### src/hdl/i2cmbs_pkg.sv
// ----------------------------------------------------------------------------
// I2C master byte sequencer - package
// Command codes, register indexes and field widths.
// ----------------------------------------------------------------------------
package i2cmbs_pkg;

	localparam int unsigned OP_W      = 3;
	localparam int unsigned BYTE_W    = 8;
	localparam int unsigned PHASE_W   = 16;
	localparam int unsigned POLL_W    = 8;
	localparam int unsigned CFG_IDX_W = 1;
	localparam int unsigned CFG_DATA_W = 16;

	// commands
	localparam logic [OP_W-1:0] OP_NONE     = 3'd0;
	localparam logic [OP_W-1:0] OP_START    = 3'd1;
	localparam logic [OP_W-1:0] OP_STOP     = 3'd2;
	localparam logic [OP_W-1:0] OP_WRITE    = 3'd3;
	localparam logic [OP_W-1:0] OP_READ_ACK = 3'd4;
	localparam logic [OP_W-1:0] OP_READ_NAK = 3'd5;

	// configuration register indexes
	localparam logic [CFG_IDX_W-1:0] CFG_PHASE_TICKS    = 1'd0;
	localparam logic [CFG_IDX_W-1:0] CFG_ACK_POLL_LIMIT = 1'd1;

	localparam logic [PHASE_W-1:0] PHASE_TICKS_RST    = 16'd5;
	localparam logic [POLL_W-1:0]  ACK_POLL_LIMIT_RST = 8'd50;

endpackage

### src/hdl/i2c_master_byte_sequencer_unit.sv
// ----------------------------------------------------------------------------
// I2C master byte sequencer
// Tick-driven I2C master: start, stop, byte write with ack poll, byte read
// with ack or nak. Each accepted word is one bus timing tick.
// ----------------------------------------------------------------------------
//  channel | handshake            | payload
//  --------+----------------------+----------------------------------------------
//  in      | in_valid / in_ready  | operation, write_byte, sda_sample
//  out     | out_valid / out_ready| scl_level, sda_level, sda_drive_enable,
//          |                      | busy_res, done_res, read_data, ack_seen
//  cfg     | cfg_we (no wait)     | cfg_index, cfg_data
//
//  One word in per clock while the output is not stalled, one word out per word in;
//  a word's result is registered and shows in the cycle after it is accepted.
//  The sequencer state registers double as the result register, so a result
//  is held for as long as out_ready stays low; in_ready follows the output slot (empty, or drained in the same cycle).
//  arst_n clears the sequencer to bus idle: SCL high, SDA released, latched
//  SDA high, phase_ticks 5, ack_poll_limit 50.
// ----------------------------------------------------------------------------
module i2c_master_byte_sequencer_unit
	import i2cmbs_pkg::*;
(
	input  logic                  clk,
	input  logic                  arst_n,

	input  logic                  in_valid,
	output logic                  in_ready,
	input  logic [OP_W-1:0]       operation,
	input  logic [BYTE_W-1:0]     write_byte,
	input  logic                  sda_sample,

	output logic                  out_valid,
	input  logic                  out_ready,
	output logic                  scl_level,
	output logic                  sda_level,
	output logic                  sda_drive_enable,
	output logic                  busy_res,
	output logic                  done_res,
	output logic [BYTE_W-1:0]     read_data,
	output logic                  ack_seen,

	input  logic                  cfg_we,
	input  logic [CFG_IDX_W-1:0]  cfg_index,
	input  logic [CFG_DATA_W-1:0] cfg_data
);

	typedef enum logic [2:0] {
		ST_IDLE,
		ST_START,
		ST_STOP,
		ST_WBIT,
		ST_WACK,
		ST_RBIT,
		ST_RACK
	} seq_state_t;

	// configuration
	logic [PHASE_W-1:0] phase_ticks_q;
	logic [POLL_W-1:0]  ack_poll_limit_q;

	// sequencer state (also the visible result)
	seq_state_t         state_q,  state_d;
	logic [PHASE_W-1:0] phase_q,  phase_d;
	logic [1:0]         sub_q,    sub_d;
	logic [2:0]         bit_q,    bit_d;
	logic [BYTE_W-1:0]  shift_q,  shift_d;
	logic [POLL_W-1:0]  poll_q,   poll_d;
	logic               ack_q,    ack_d;
	logic               nak_q,    nak_d;
	logic               scl_q,    scl_d;
	logic               sda_q,    sda_d;
	logic               oe_q,     oe_d;
	logic [BYTE_W-1:0]  read_q,   read_d;
	logic               done_q,   done_d;
	logic               out_valid_q;

	logic [PHASE_W-1:0] phase_load;
	logic               in_acc;

	assign in_ready = !out_valid_q || out_ready;
	assign in_acc   = in_valid && in_ready;

	// a zero phase length behaves as one tick
	assign phase_load = (phase_ticks_q == '0) ? PHASE_W'(1) : phase_ticks_q;

	// ---- next state for one tick ----
	always_comb begin
		state_d = state_q;
		phase_d = phase_q;
		sub_d   = sub_q;
		bit_d   = bit_q;
		shift_d = shift_q;
		poll_d  = poll_q;
		ack_d   = ack_q;
		nak_d   = nak_q;
		scl_d   = scl_q;
		sda_d   = sda_q;
		oe_d    = oe_q;
		read_d  = read_q;
		done_d  = 1'b0;

		if (state_q == ST_IDLE) begin
			// idle: pick up a command, if any
			bit_d = '0;
			sub_d = '0;
			unique case (operation)
				OP_START: begin
					state_d = ST_START;
					oe_d    = 1'b1;
					sda_d   = 1'b1;
					scl_d   = 1'b1;
					phase_d = phase_load;
				end
				OP_STOP: begin
					state_d = ST_STOP;
					oe_d    = 1'b1;
					sda_d   = 1'b0;
					scl_d   = 1'b1;
					phase_d = phase_load;
				end
				OP_WRITE: begin
					state_d = ST_WBIT;
					ack_d   = 1'b0;
					oe_d    = 1'b1;
					sda_d   = write_byte[BYTE_W-1];
					shift_d = {write_byte[BYTE_W-2:0], 1'b0};
					phase_d = phase_load;
				end
				OP_READ_ACK, OP_READ_NAK: begin
					state_d = ST_RBIT;
					nak_d   = (operation == OP_READ_NAK);
					oe_d    = 1'b0;
					shift_d = '0;
					phase_d = phase_load;
				end
				default: begin
				end
			endcase
		end else if (phase_q > PHASE_W'(1)) begin
			phase_d = phase_q - PHASE_W'(1);
		end else begin
			// phase over: step the sequence; default is load the next phase
			phase_d = phase_load;
			unique case (state_q)
				ST_START: begin
					if (sub_q == 2'd0) begin
						sda_d = 1'b0;
						sub_d = 2'd1;
					end else if (sub_q == 2'd1) begin
						scl_d = 1'b0;
						sub_d = 2'd2;
					end else begin
						state_d = ST_IDLE;
						sub_d   = '0;
						phase_d = '0;
						done_d  = 1'b1;
					end
				end
				ST_STOP: begin
					if (sub_q == 2'd0) begin
						sda_d = 1'b1;
						sub_d = 2'd1;
					end else begin
						oe_d    = 1'b0;
						state_d = ST_IDLE;
						sub_d   = '0;
						phase_d = '0;
						done_d  = 1'b1;
					end
				end
				ST_WBIT: begin
					if (sub_q == 2'd0) begin
						scl_d = 1'b1;
						sub_d = 2'd1;
					end else if (sub_q == 2'd1) begin
						scl_d = 1'b0;
						sub_d = 2'd2;
					end else if (bit_q != 3'd7) begin
						bit_d   = bit_q + 3'd1;
						sda_d   = shift_q[BYTE_W-1];
						shift_d = {shift_q[BYTE_W-2:0], 1'b0};
						sub_d   = 2'd0;
					end else begin
						state_d = ST_WACK;
						oe_d    = 1'b0;
						sda_d   = 1'b1;
						sub_d   = 2'd0;
					end
				end
				ST_WACK: begin
					if (sub_q == 2'd0) begin
						scl_d  = 1'b1;
						poll_d = '0;
						sub_d  = 2'd1;
					end else if (sub_q == 2'd1) begin
						// poll the ack at each phase end, up to the limit
						if (poll_q < ack_poll_limit_q) begin
							if (!sda_sample) begin
								ack_d = 1'b1;
								scl_d = 1'b0;
								sub_d = 2'd2;
							end else begin
								poll_d = poll_q + POLL_W'(1);
							end
						end else begin
							scl_d = 1'b0;
							sub_d = 2'd2;
						end
					end else begin
						oe_d    = 1'b1;
						state_d = ST_IDLE;
						sub_d   = '0;
						phase_d = '0;
						done_d  = 1'b1;
					end
				end
				ST_RBIT: begin
					if (sub_q == 2'd0) begin
						scl_d = 1'b1;
						sub_d = 2'd1;
					end else if (sub_q == 2'd1) begin
						shift_d = {shift_q[BYTE_W-2:0], sda_sample};
						scl_d   = 1'b0;
						sub_d   = 2'd2;
					end else if (bit_q != 3'd7) begin
						bit_d = bit_q + 3'd1;
						sub_d = 2'd0;
					end else begin
						read_d  = shift_q;
						state_d = ST_RACK;
						oe_d    = 1'b1;
						sda_d   = nak_q;
						sub_d   = 2'd0;
					end
				end
				ST_RACK: begin
					if (sub_q == 2'd0) begin
						scl_d = 1'b1;
						sub_d = 2'd1;
					end else if (sub_q == 2'd1) begin
						scl_d = 1'b0;
						sub_d = 2'd2;
					end else begin
						state_d = ST_IDLE;
						sub_d   = '0;
						phase_d = '0;
						done_d  = 1'b1;
					end
				end
				default: begin
					state_d = ST_IDLE;
					sub_d   = '0;
					phase_d = '0;
					done_d  = 1'b1;
				end
			endcase
		end
	end

	// ---- configuration registers ----
	always_ff @(posedge clk or negedge arst_n) begin
		if (!arst_n) begin
			phase_ticks_q    <= PHASE_TICKS_RST;
			ack_poll_limit_q <= ACK_POLL_LIMIT_RST;
		end else if (cfg_we) begin
			unique case (cfg_index)
				CFG_PHASE_TICKS:    phase_ticks_q    <= cfg_data;
				CFG_ACK_POLL_LIMIT: ack_poll_limit_q <= cfg_data[POLL_W-1:0];
				default: begin
				end
			endcase
		end
	end

	// ---- sequencer state and result register ----
	always_ff @(posedge clk or negedge arst_n) begin
		if (!arst_n) begin
			state_q     <= ST_IDLE;
			phase_q     <= '0;
			sub_q       <= '0;
			bit_q       <= '0;
			shift_q     <= '0;
			poll_q      <= '0;
			ack_q       <= 1'b0;
			nak_q       <= 1'b0;
			scl_q       <= 1'b1;
			sda_q       <= 1'b1;
			oe_q        <= 1'b0;
			read_q      <= '0;
			done_q      <= 1'b0;
			out_valid_q <= 1'b0;
		end else begin
			if (in_acc) begin
				state_q <= state_d;
				phase_q <= phase_d;
				sub_q   <= sub_d;
				bit_q   <= bit_d;
				shift_q <= shift_d;
				poll_q  <= poll_d;
				ack_q   <= ack_d;
				nak_q   <= nak_d;
				scl_q   <= scl_d;
				sda_q   <= sda_d;
				oe_q    <= oe_d;
				read_q  <= read_d;
				done_q  <= done_d;
			end
			if (in_acc) begin
				out_valid_q <= 1'b1;
			end else if (out_ready) begin
				out_valid_q <= 1'b0;
			end
		end
	end

	assign out_valid        = out_valid_q;
	assign scl_level        = scl_q;
	assign sda_level        = sda_q;
	assign sda_drive_enable = oe_q;
	assign busy_res         = (state_q != ST_IDLE);
	assign done_res         = done_q;
	assign read_data        = read_q;
	assign ack_seen         = ack_q;

endmodule

### config.mk
export PLATFORM = sky130hd
export DESIGN_NAME = i2c_master_byte_sequencer_unit
export DESIGN_NICKNAME = d
export VERILOG_FILES = /design/src/hdl/i2cmbs_pkg.sv /design/src/hdl/i2c_master_byte_sequencer_unit.sv
export SDC_FILE = /design/constraint.sdc
export NUM_CORES = 1
export LEC_CHECK = 0
export BUFFER_PORTS_ARGS = -buffer_cell sky130_fd_sc_hd__buf_2
export CELL_PAD_IN_SITES_DETAIL_PLACEMENT = 1
export CELL_PAD_IN_SITES_GLOBAL_PLACEMENT = 2
export CORE_MARGIN = 2
export CORE_UTILIZATION = 37
export DETAILED_ROUTE_END_ITERATION = 6
export MAX_ROUTING_LAYER = met4
export PLACE_DENSITY = 0.77
export SYNTH_ARGS = -nofsm -noshare
export SYNTH_HDL_FRONTEND = slang
export SYNTH_SLANG_ARGS = --single-unit
### constraint.sdc
create_clock -name clk -period 2.6 [get_ports clk]
set_input_delay 0.13 -clock clk [delete_from_list [all_inputs] [get_ports clk]]
set_output_delay 0.13 -clock clk [all_outputs]
set_load 0.005 [all_outputs]
==> results of run 1 <==
## layer usage
layer,vias to the layer above,wire (um),global-route usage [%]
met5,-,0,-
met4,0,234,8.29
met3,15,331,2.98
met2,61,5730,32.3
met1,1861,5510,26.8
li1,1774,-,-
## metrics by stage
step | setup WS, ns | cells | util, % | area (um^2)
5_1_grt | 0.00518 | 662 | 44.4 | 5270
4_1_cts | 0.104 | 661 | 44.2 | 5240
2_1_floorplan | 0.266 | 453 | - | 4440
6_report | 0.151 | 662 | 44.4 | 5270
3_3_place_gp | 0.0899 | 641 | 41.3 | 4900
3_5_place_dp | -0.0199 | 641 | 41.3 | 4900
## layout by cell type (no fill, tap or decap), types with 3 or more instances in the layout
master and n:
a31oi_1 3, o21ai_0 39, clkinv_2 3, nor2b_1 7
ha_1 12, and2_1 4, inv_1 19, a21oi_1 20
mux2_2 43, dfstp_2 7, o41ai_1 5, buf_4 16
o21a_1 3, dlygate4sd3_1 4, nand3_1 6, buf_2 48
dfrtp_1 72, or3_1 5, nand2b_1 6, o22ai_1 3
xnor2_1 6, nor3_1 14, clkbuf_16 9, o31ai_1 6
nand4_1 4, nand2_1 44, a211oi_1 4, o31a_1 3
a22o_1 11, nor4_1 8, nor2_1 33
## kinds of logic after synthesis
family                     synth area share (%)
DFF                                        44.7
adders and majority gates                  3.38
buffers and inverters                      3.69
muxes                                      11.1
and+or+nand+nor                            17.1
xor gates and xnor gates                   1.38
AOI/OAI and AO/OA                          18.7
## Yosys cell counts, types with 2 or more instances
master,n,share of area (%)
a22o_1,11,2.2
or2_2,2,0.28
a211oi_1,4,0.68
dfstp_2,7,4.1
or3_1,5,0.70
and3_1,2,0.28
nand4_1,4,0.56
o31ai_1,6,1.0
o41ai_1,5,0.99
o21ai_0,39,4.4
buf_1,2,0.17
nand3_1,6,0.68
inv_1,19,1.6
mux2_2,43,11
o211ai_1,2,0.34
nor3_1,14,1.6
o22ai_1,3,0.42
nand2_1,44,3.7
dfrtp_1,72,41
a21oi_1,20,2.3
clkbuf_1,18,1.5
and4_1,2,0.39
a211o_1,2,0.39
a41oi_1,2,0.39
nor2_1,33,2.8
buf_2,2,0.23
nand2b_1,6,0.84
nor2b_1,7,0.99
a2111oi_0,2,0.39
and2_1,4,0.56
o31a_1,3,0.59
ha_1,12,3.4
a21o_1,2,0.34
xnor2_1,6,1.2
a31oi_1,3,0.42
nor4_1,8,1.1
o21a_1,3,0.51
## power groups by stage
stage          Sequential (mW)  Combinational, mW  Clock [mW]
2_1_floorplan             1.79               1.02           0
3_3_place_gp              1.89               1.33           0
3_5_place_dp              1.91               1.36           0
4_1_cts                   1.89               1.38        1.32
5_1_grt                   1.96               1.58        1.36
6_report                  1.90               1.38        1.28
## final cells by class
class | instances | share of cell area [%]
repair buffers | 69 | 7.98
flip-flops and latches | 79 | 37.7
inverters | 19 | 1.35
multi-input cells | 332 | 43.9
well taps | 147 | 3.49
clock inverters | 7 | 1.33
clock buffers | 9 | 4.27
## flip-flops by register name, summed over array words and instances (netlist names)
name and count:
sda_drive_enable 1, ack_poll_limit_q 8, nak_q 1, ack_seen 1
state_q 3, read_data 8, scl_level 1, done_res 1
out_valid 1, shift_q 8, poll_q 8, sub_q 2
phase_q 16, bit_q 3, phase_ticks_q 16, sda_level 1
## worst max-delay path: stages (launching register included)
cell,delay [ns]
dfrtp_1,0.40
inv_1,0.12
ha_1,0.21
nor2_1,0.09
or4_4,0.44
o21ai_4,0.18
nand2_2,0.11
a211oi_4,0.28
buf_12,0.16
mux2_2,0.33
## worst max-delay path by stage
stage                                               start                     end  slack (ns)  cells after the start
after floorplan                    phase_q[0]$_DFFE_PN0P_  shift_q[1]$_DFFE_PN0P_        0.27                      8
after global placement             phase_q[0]$_DFFE_PN0P_  phase_q[6]$_DFFE_PN0P_        0.09                      8
after detailed placement           phase_q[0]$_DFFE_PN0P_  phase_q[6]$_DFFE_PN0P_       -0.02                      8
after CTS                 ack_poll_limit_q[5]$_DFFE_PN1P_   scl_level$_DFFE_PN1P_        0.10                      8
after global routing               phase_q[6]$_DFFE_PN0P_  state_q[2]$_DFFE_PN0P_       0.005                      6
final                              phase_q[0]$_DFFE_PN0P_  shift_q[4]$_DFFE_PN0P_        0.15                      9
## repair_timing
action,CTS,global route
hold buffers,4,0
buffers inserted,0,1
pin swaps,0,1
gates resized for setup,1,2
endpoints found under the hold margin,4,0
setup endpoints to repair,13,33
==> summary.md, run 1 <==
| Metric | Value |
|---|---|
| Status | `complete, but fails checks` |
| Failing checks | `hold timing` |
| Multi-input logic area | `roughly 2300 um^2` |
| Filler cell count | `1355` |
| Die area | `around 13000 um^2` |
| Final Power | `roughly 4.6 mW` |
| Seq cells post-synth | `79` |
| Post-synth EDFFs | `0` |
| Yosys cell types | `65` |
| Internal Power | `2.91 mW` |
| Die span in y | `approximately 110 um` |
| Total CTS buffers | `9` |
| Comb pwr share | `30.2%` |
| Hold crit path type | `input port to async pin` |
| Initial antenna violation count | `0` |
| Switching power | `between 1.5 and 2 mW` |
| Crit end category | `flop` |
| Slew @ Worst Pin | `about 1.0 ns` |
| Die Wd | `around 110 um` |
| Avg Cell Area, Syn | `9.81 um^2` |
| # H-tree levels | `3` |
| Post-DP HPWL | `approximately 8.4 mm` |
| Reg2Reg Depth | `9` |
| CTS tree | `built` |
| Vias in the first global route | `just under 4k` |
| Worst R2R Setup Slack | `0.15 ns` |
| Tot GR Track Use | `~21%` |
| Worst-path maximum fanout | `8` |
| Achievable Freq | `about 0.41 GHz` |
| Area Growth Syn to Fin | `18.6%` |
| Sequential share of power | `a little over two fifths` |
| Net Count, Synth | `about 500` |
| Clock latency on the worst-skew pair | `~0.35 ns` |
| Cell Area, Synth | `between 4000 and 5000 um^2` |
| Final setup viols | `0` |
| DR iter-0 viols | `162` |
| Critical Path RT | `about 2.8 ns` |
| Share of cells above drive strength 1 | `between 20% and 30%` |
| Launching point of the worst reg2reg path | `phase_q[0]$_DFFE_PN0P_` |
| Worst-path clk slew | `around 0.060 ns` |
| Period utilisation layout | `94.2%` |
| Cells after synthesis | `approximately 450` |
| Grt ovf | `0` |
| Critical path arrival | `around 2.7 ns` |
| Yosys warning count | `0` |
| Max cap viols | `0` |
| Vias/cell | `about 5.6` |
| Fin. Hold Viols | `38` |
| DR pass1 iterations | `4` |
| GPL Wtd Cong | `around 0.84` |
| Fin Setup TNS | `0 ns` |
| Final net count | `~560` |
| FF-to-FF End | `shift_q[4]$_DFFE_PN0P_` |
| Clock share of power | `approximately 28%` |
| DR WL/cell | `between 15 and 20 um` |
| Initial Util | `37.5%` |
| FFs w/ async S/R, synth | `100%` |
| Sequential fraction of the synthesis area | `~45%` |
| Cell Pwr Density | `roughly 870 nW/um^2` |
| Root Buffer | `clkbuf_16` |
| CP Class | `flop to flop` |
| Routed Antenna Nets | `0` |
| Core area | `around 12000 um^2` |
| Clk buf depth | `2` |
| Largest vdd supply drop | `around 0.43 mV` |
| Clk sinks | `79` |
| DRC | `0` |
| First-pass GRT wire length | `roughly 20 mm` |
| Hold Slack | `-0.0761 ns` |
| Final Routed Wirelength | `roughly 12 mm` |
| Register area | `approximately 2000 um^2` |
| LEAKAGE | `about 2.3 nW` |
| CP Launch Type | `flop` |
| Row cnt | `40` |
| Switching share of power | `36.2%` |
| Slew HR | `~30%` |
| I/O pin count | `50` |
| RSZ-0062 raised after global routing | `no` |
| Routed vias | `3711` |
| Diode count | `0` |
| Crit path time final | `roughly 2.4 ns` |
| Largest net degree at the start of global routing | `80` |
| Clk_skew | `between 0.01 and 0.015 ns` |
| Slew Limit Fails | `0` |
| Buffers added on ports | `49` |
| Primary FF master, synth | `dfrtp_1` |
No activity file was read; power rests on OpenSTA's default activity.
==> run 2, diff against run 1 <==
--- a/config.mk
+++ b/config.mk
@@ -11,7 +11,6 @@
 export CORE_MARGIN = 2
 export CORE_UTILIZATION = 37
 export DETAILED_ROUTE_END_ITERATION = 6
-export MAX_ROUTING_LAYER = met4
 export PLACE_DENSITY = 0.77
 export SYNTH_ARGS = -nofsm -noshare
 export SYNTH_HDL_FRONTEND = slang
==> run 2 against run 1 <==
Effect of this change: the run still ends with hold timing left; combinational power about the same; cell count unchanged; non-clock buffer count unchanged; critical path depth unchanged; register-to-register slack about the same; sequential power about the same; worst hold slack improved by 0.014 ns; first-iteration DRC count increased by 7.4%; core utilization unchanged; final area unchanged; die area unchanged; largest power group unchanged.
==> summary.md, run 2 (synthesis gave the netlist of run 1 again) <==
| Metric | Value |
|---|---|
| Status | `complete, but fails checks` |
| Failing checks | `hold timing` |
| Clk sinks | `79 (unchanged)` |
| GPL Wtd Cong | `0.831 (-1.5%)` |
| Total CTS buffers | `9 (unchanged)` |
| Vias in the first global route | `3862 (+0.052%)` |
| Slew @ Worst Pin | `1.02 ns (-0.0241 ns)` |
| Cell Pwr Density | `866 nW/um^2 (about the same)` |
| DR WL/cell | `17.8 um (about the same)` |
| Critical Path RT | `2.83 ns (about the same)` |
| Period utilisation layout | `94.2% (about the same)` |
| Crit end category | `flop` |
| Tot GR Track Use | `20.0% (-0.50 points)` |
| Slew Limit Fails | `0 (unchanged)` |
| Clk buf depth | `2 (unchanged)` |
| Clock latency on the worst-skew pair | `0.36 ns (about the same)` |
| Post-DP HPWL | `8.43 mm (unchanged)` |
| # H-tree levels | `3 (unchanged)` |
| Initial antenna violation count | `0 (unchanged)` |
| Worst-path maximum fanout | `8 (unchanged)` |
| Biggest regs | `phase_q x16, phase_ticks_q x16` |
| Achievable Freq | `0.408 GHz (about the same)` |
| Grt ovf | `0 (unchanged)` |
| Critical path arrival | `2.68 ns (about the same)` |
| Routed Antenna Nets | `0 (unchanged)` |
| Worst-path clk slew | `0.06 ns (about the same)` |
| Clk_skew | `0.0106 ns (-0.00000960 ns)` |
| Area Growth Syn to Fin | `18.6% (unchanged)` |
| Largest vdd supply drop | `0.431 mV (-0.27%)` |
| Final net count | `556 (unchanged)` |
| Crit-path cells | `inv_1, ha_1, nor2_1, or4_4, o21ai_4, nand2_2, a211oi_4, buf_12, mux2_2` |
| Routed vias | `3701 (-0.27%)` |
| I/O pin count | `50 (unchanged)` |
| Share of cells above drive strength 1 | `28.2% (unchanged)` |
| Initial Util | `37.5% (unchanged)` |
| DRC | `0 (unchanged)` |
| Cell Count, Final, Fillers Out | `662 (unchanged)` |
| Hold crit path type | `input port to async pin` |
| Root Buffer | `clkbuf_16` |
| Die Wd | `114 um (unchanged)` |
| CP Class | `flop to flop` |
| Slew HR | `31.7% (+1.6 points)` |
| Hold Slack | `-0.0618 ns (+0.0143 ns)` |
| Row cnt | `40 (unchanged)` |
| Final Routed Wirelength | `11.8 mm (about the same)` |
| Vias/cell | `5.59 (-0.27%)` |
| CP max stage cell | `or4_4` |
| Die span in y | `114 um (unchanged)` |
| Crit path time final | `2.45 ns (+0.000386 ns)` |
| Final setup viols | `0 (unchanged)` |
| # placed instances | `641 (unchanged)` |
| Most frequent cells in the layout | `dfrtp_1 (72), buf_2 (48), nand2_1 (44)` |
| Max cap viols | `0 (unchanged)` |
| Core area | `11900 um^2 (unchanged)` |
| Largest net degree at the start of global routing | `80 (unchanged)` |
| DR pass1 iterations | `4 (unchanged)` |
| Fin. Hold Viols | `55 (+45%)` |
| CP max stage delay | `0.44 ns (about the same)` |
| Die area | `12900 um^2 (unchanged)` |
| Diode count | `0 (unchanged)` |
| First-pass GRT wire length | `20.3 mm (+0.20%)` |
| Buffers added on ports | `49 (unchanged)` |
| CP delay by family, top | `simple AND/OR/NAND/NOR gates` |
| LEAKAGE | `2.31 nW (unchanged)` |
| DR iter-0 viols | `174 (+7.4%)` |
| CTS tree | `built` |
| Worst R2R Setup Slack | `0.15 ns (about the same)` |
| Commonest non-fill, non-tap cell in the layout | `dfrtp_1` |
| Crit path buf inv count | `2 (unchanged)` |
| CP Launch Type | `flop` |
| RSZ-0062 raised after global routing | `no` |
## run 2: cell counts in the layout (fill, tap and decap cells not counted)
No cell type changed its count.
## run 2: area by class of cell
class | count | area, um^2
fill | 1355 | 6590
multi-input combinational | 332 | 2310
sequential | 79 | 1990
timing repair buffer | 69 | 420
clock buffer | 9 | 225
tap | 147 | 184
inverter | 19 | 71.3
clock inverter | 7 | 70.1
## run 2: timing repair
item / CTS / global route
buffers inserted: 0 / 1
gates resized for setup: 1 / 2
hold buffers: 4 / 0
pin swaps: 0 / 1
endpoints found under the hold margin: 4 / 0
setup endpoints to repair: 13 / 33
## run 2: stage by stage
step	cell area, um^2	setup WS, ns	power, mW	TNS (ns)	utilization (%)
global placement	4900	0.0899	3.22	0	41.3
global route	5270	0.00600	4.90	0	44.4
floorplan	4440	0.266	2.81	0	-
detailed placement	4900	-0.0199	3.27	-0.0548	41.3
CTS	5240	0.104	4.59	0	44.2
finish	5270	0.151	4.56	0	44.4
## run 2: layer usage
layer	routed length (um)	up-vias	global-route usage, %
met3	360	13	4.09
met2	5680	60	32.4
li1	-	1778	-
met4	194	0	7.07
met1	5570	1850	26.8
met5	0	-	0
## run 2: path summary, 6_finish.rpt
kind / cells after the start / to / startpoint
setup / recovery: 9 / shift_q[4]$_DFFE_PN0P_ / phase_q[0]$_DFFE_PN0P_
max in group asynchronous: 1 / ack_poll_limit_q[2]$_DFFE_PN0P_ / arst_n
min in group clk: 2 / phase_ticks_q[14]$_DFFE_PN0P_ / cfg_data[14]
hold reg to reg: 2 / done_res$_DFFE_PN0P_ / done_res$_DFFE_PN0P_
hold / removal: 1 / read_data[4]$_DFFE_PN0P_ / arst_n
setup reg to reg: 9 / shift_q[4]$_DFFE_PN0P_ / phase_q[0]$_DFFE_PN0P_
## run 2: power breakdown
group          switching (mW)  leakage, nW  internal [mW]
Combinational           0.780         1.19          0.600
Sequential              0.336        0.977           1.56
Clock                   0.539        0.146          0.745
Total                    1.65         2.31           2.91
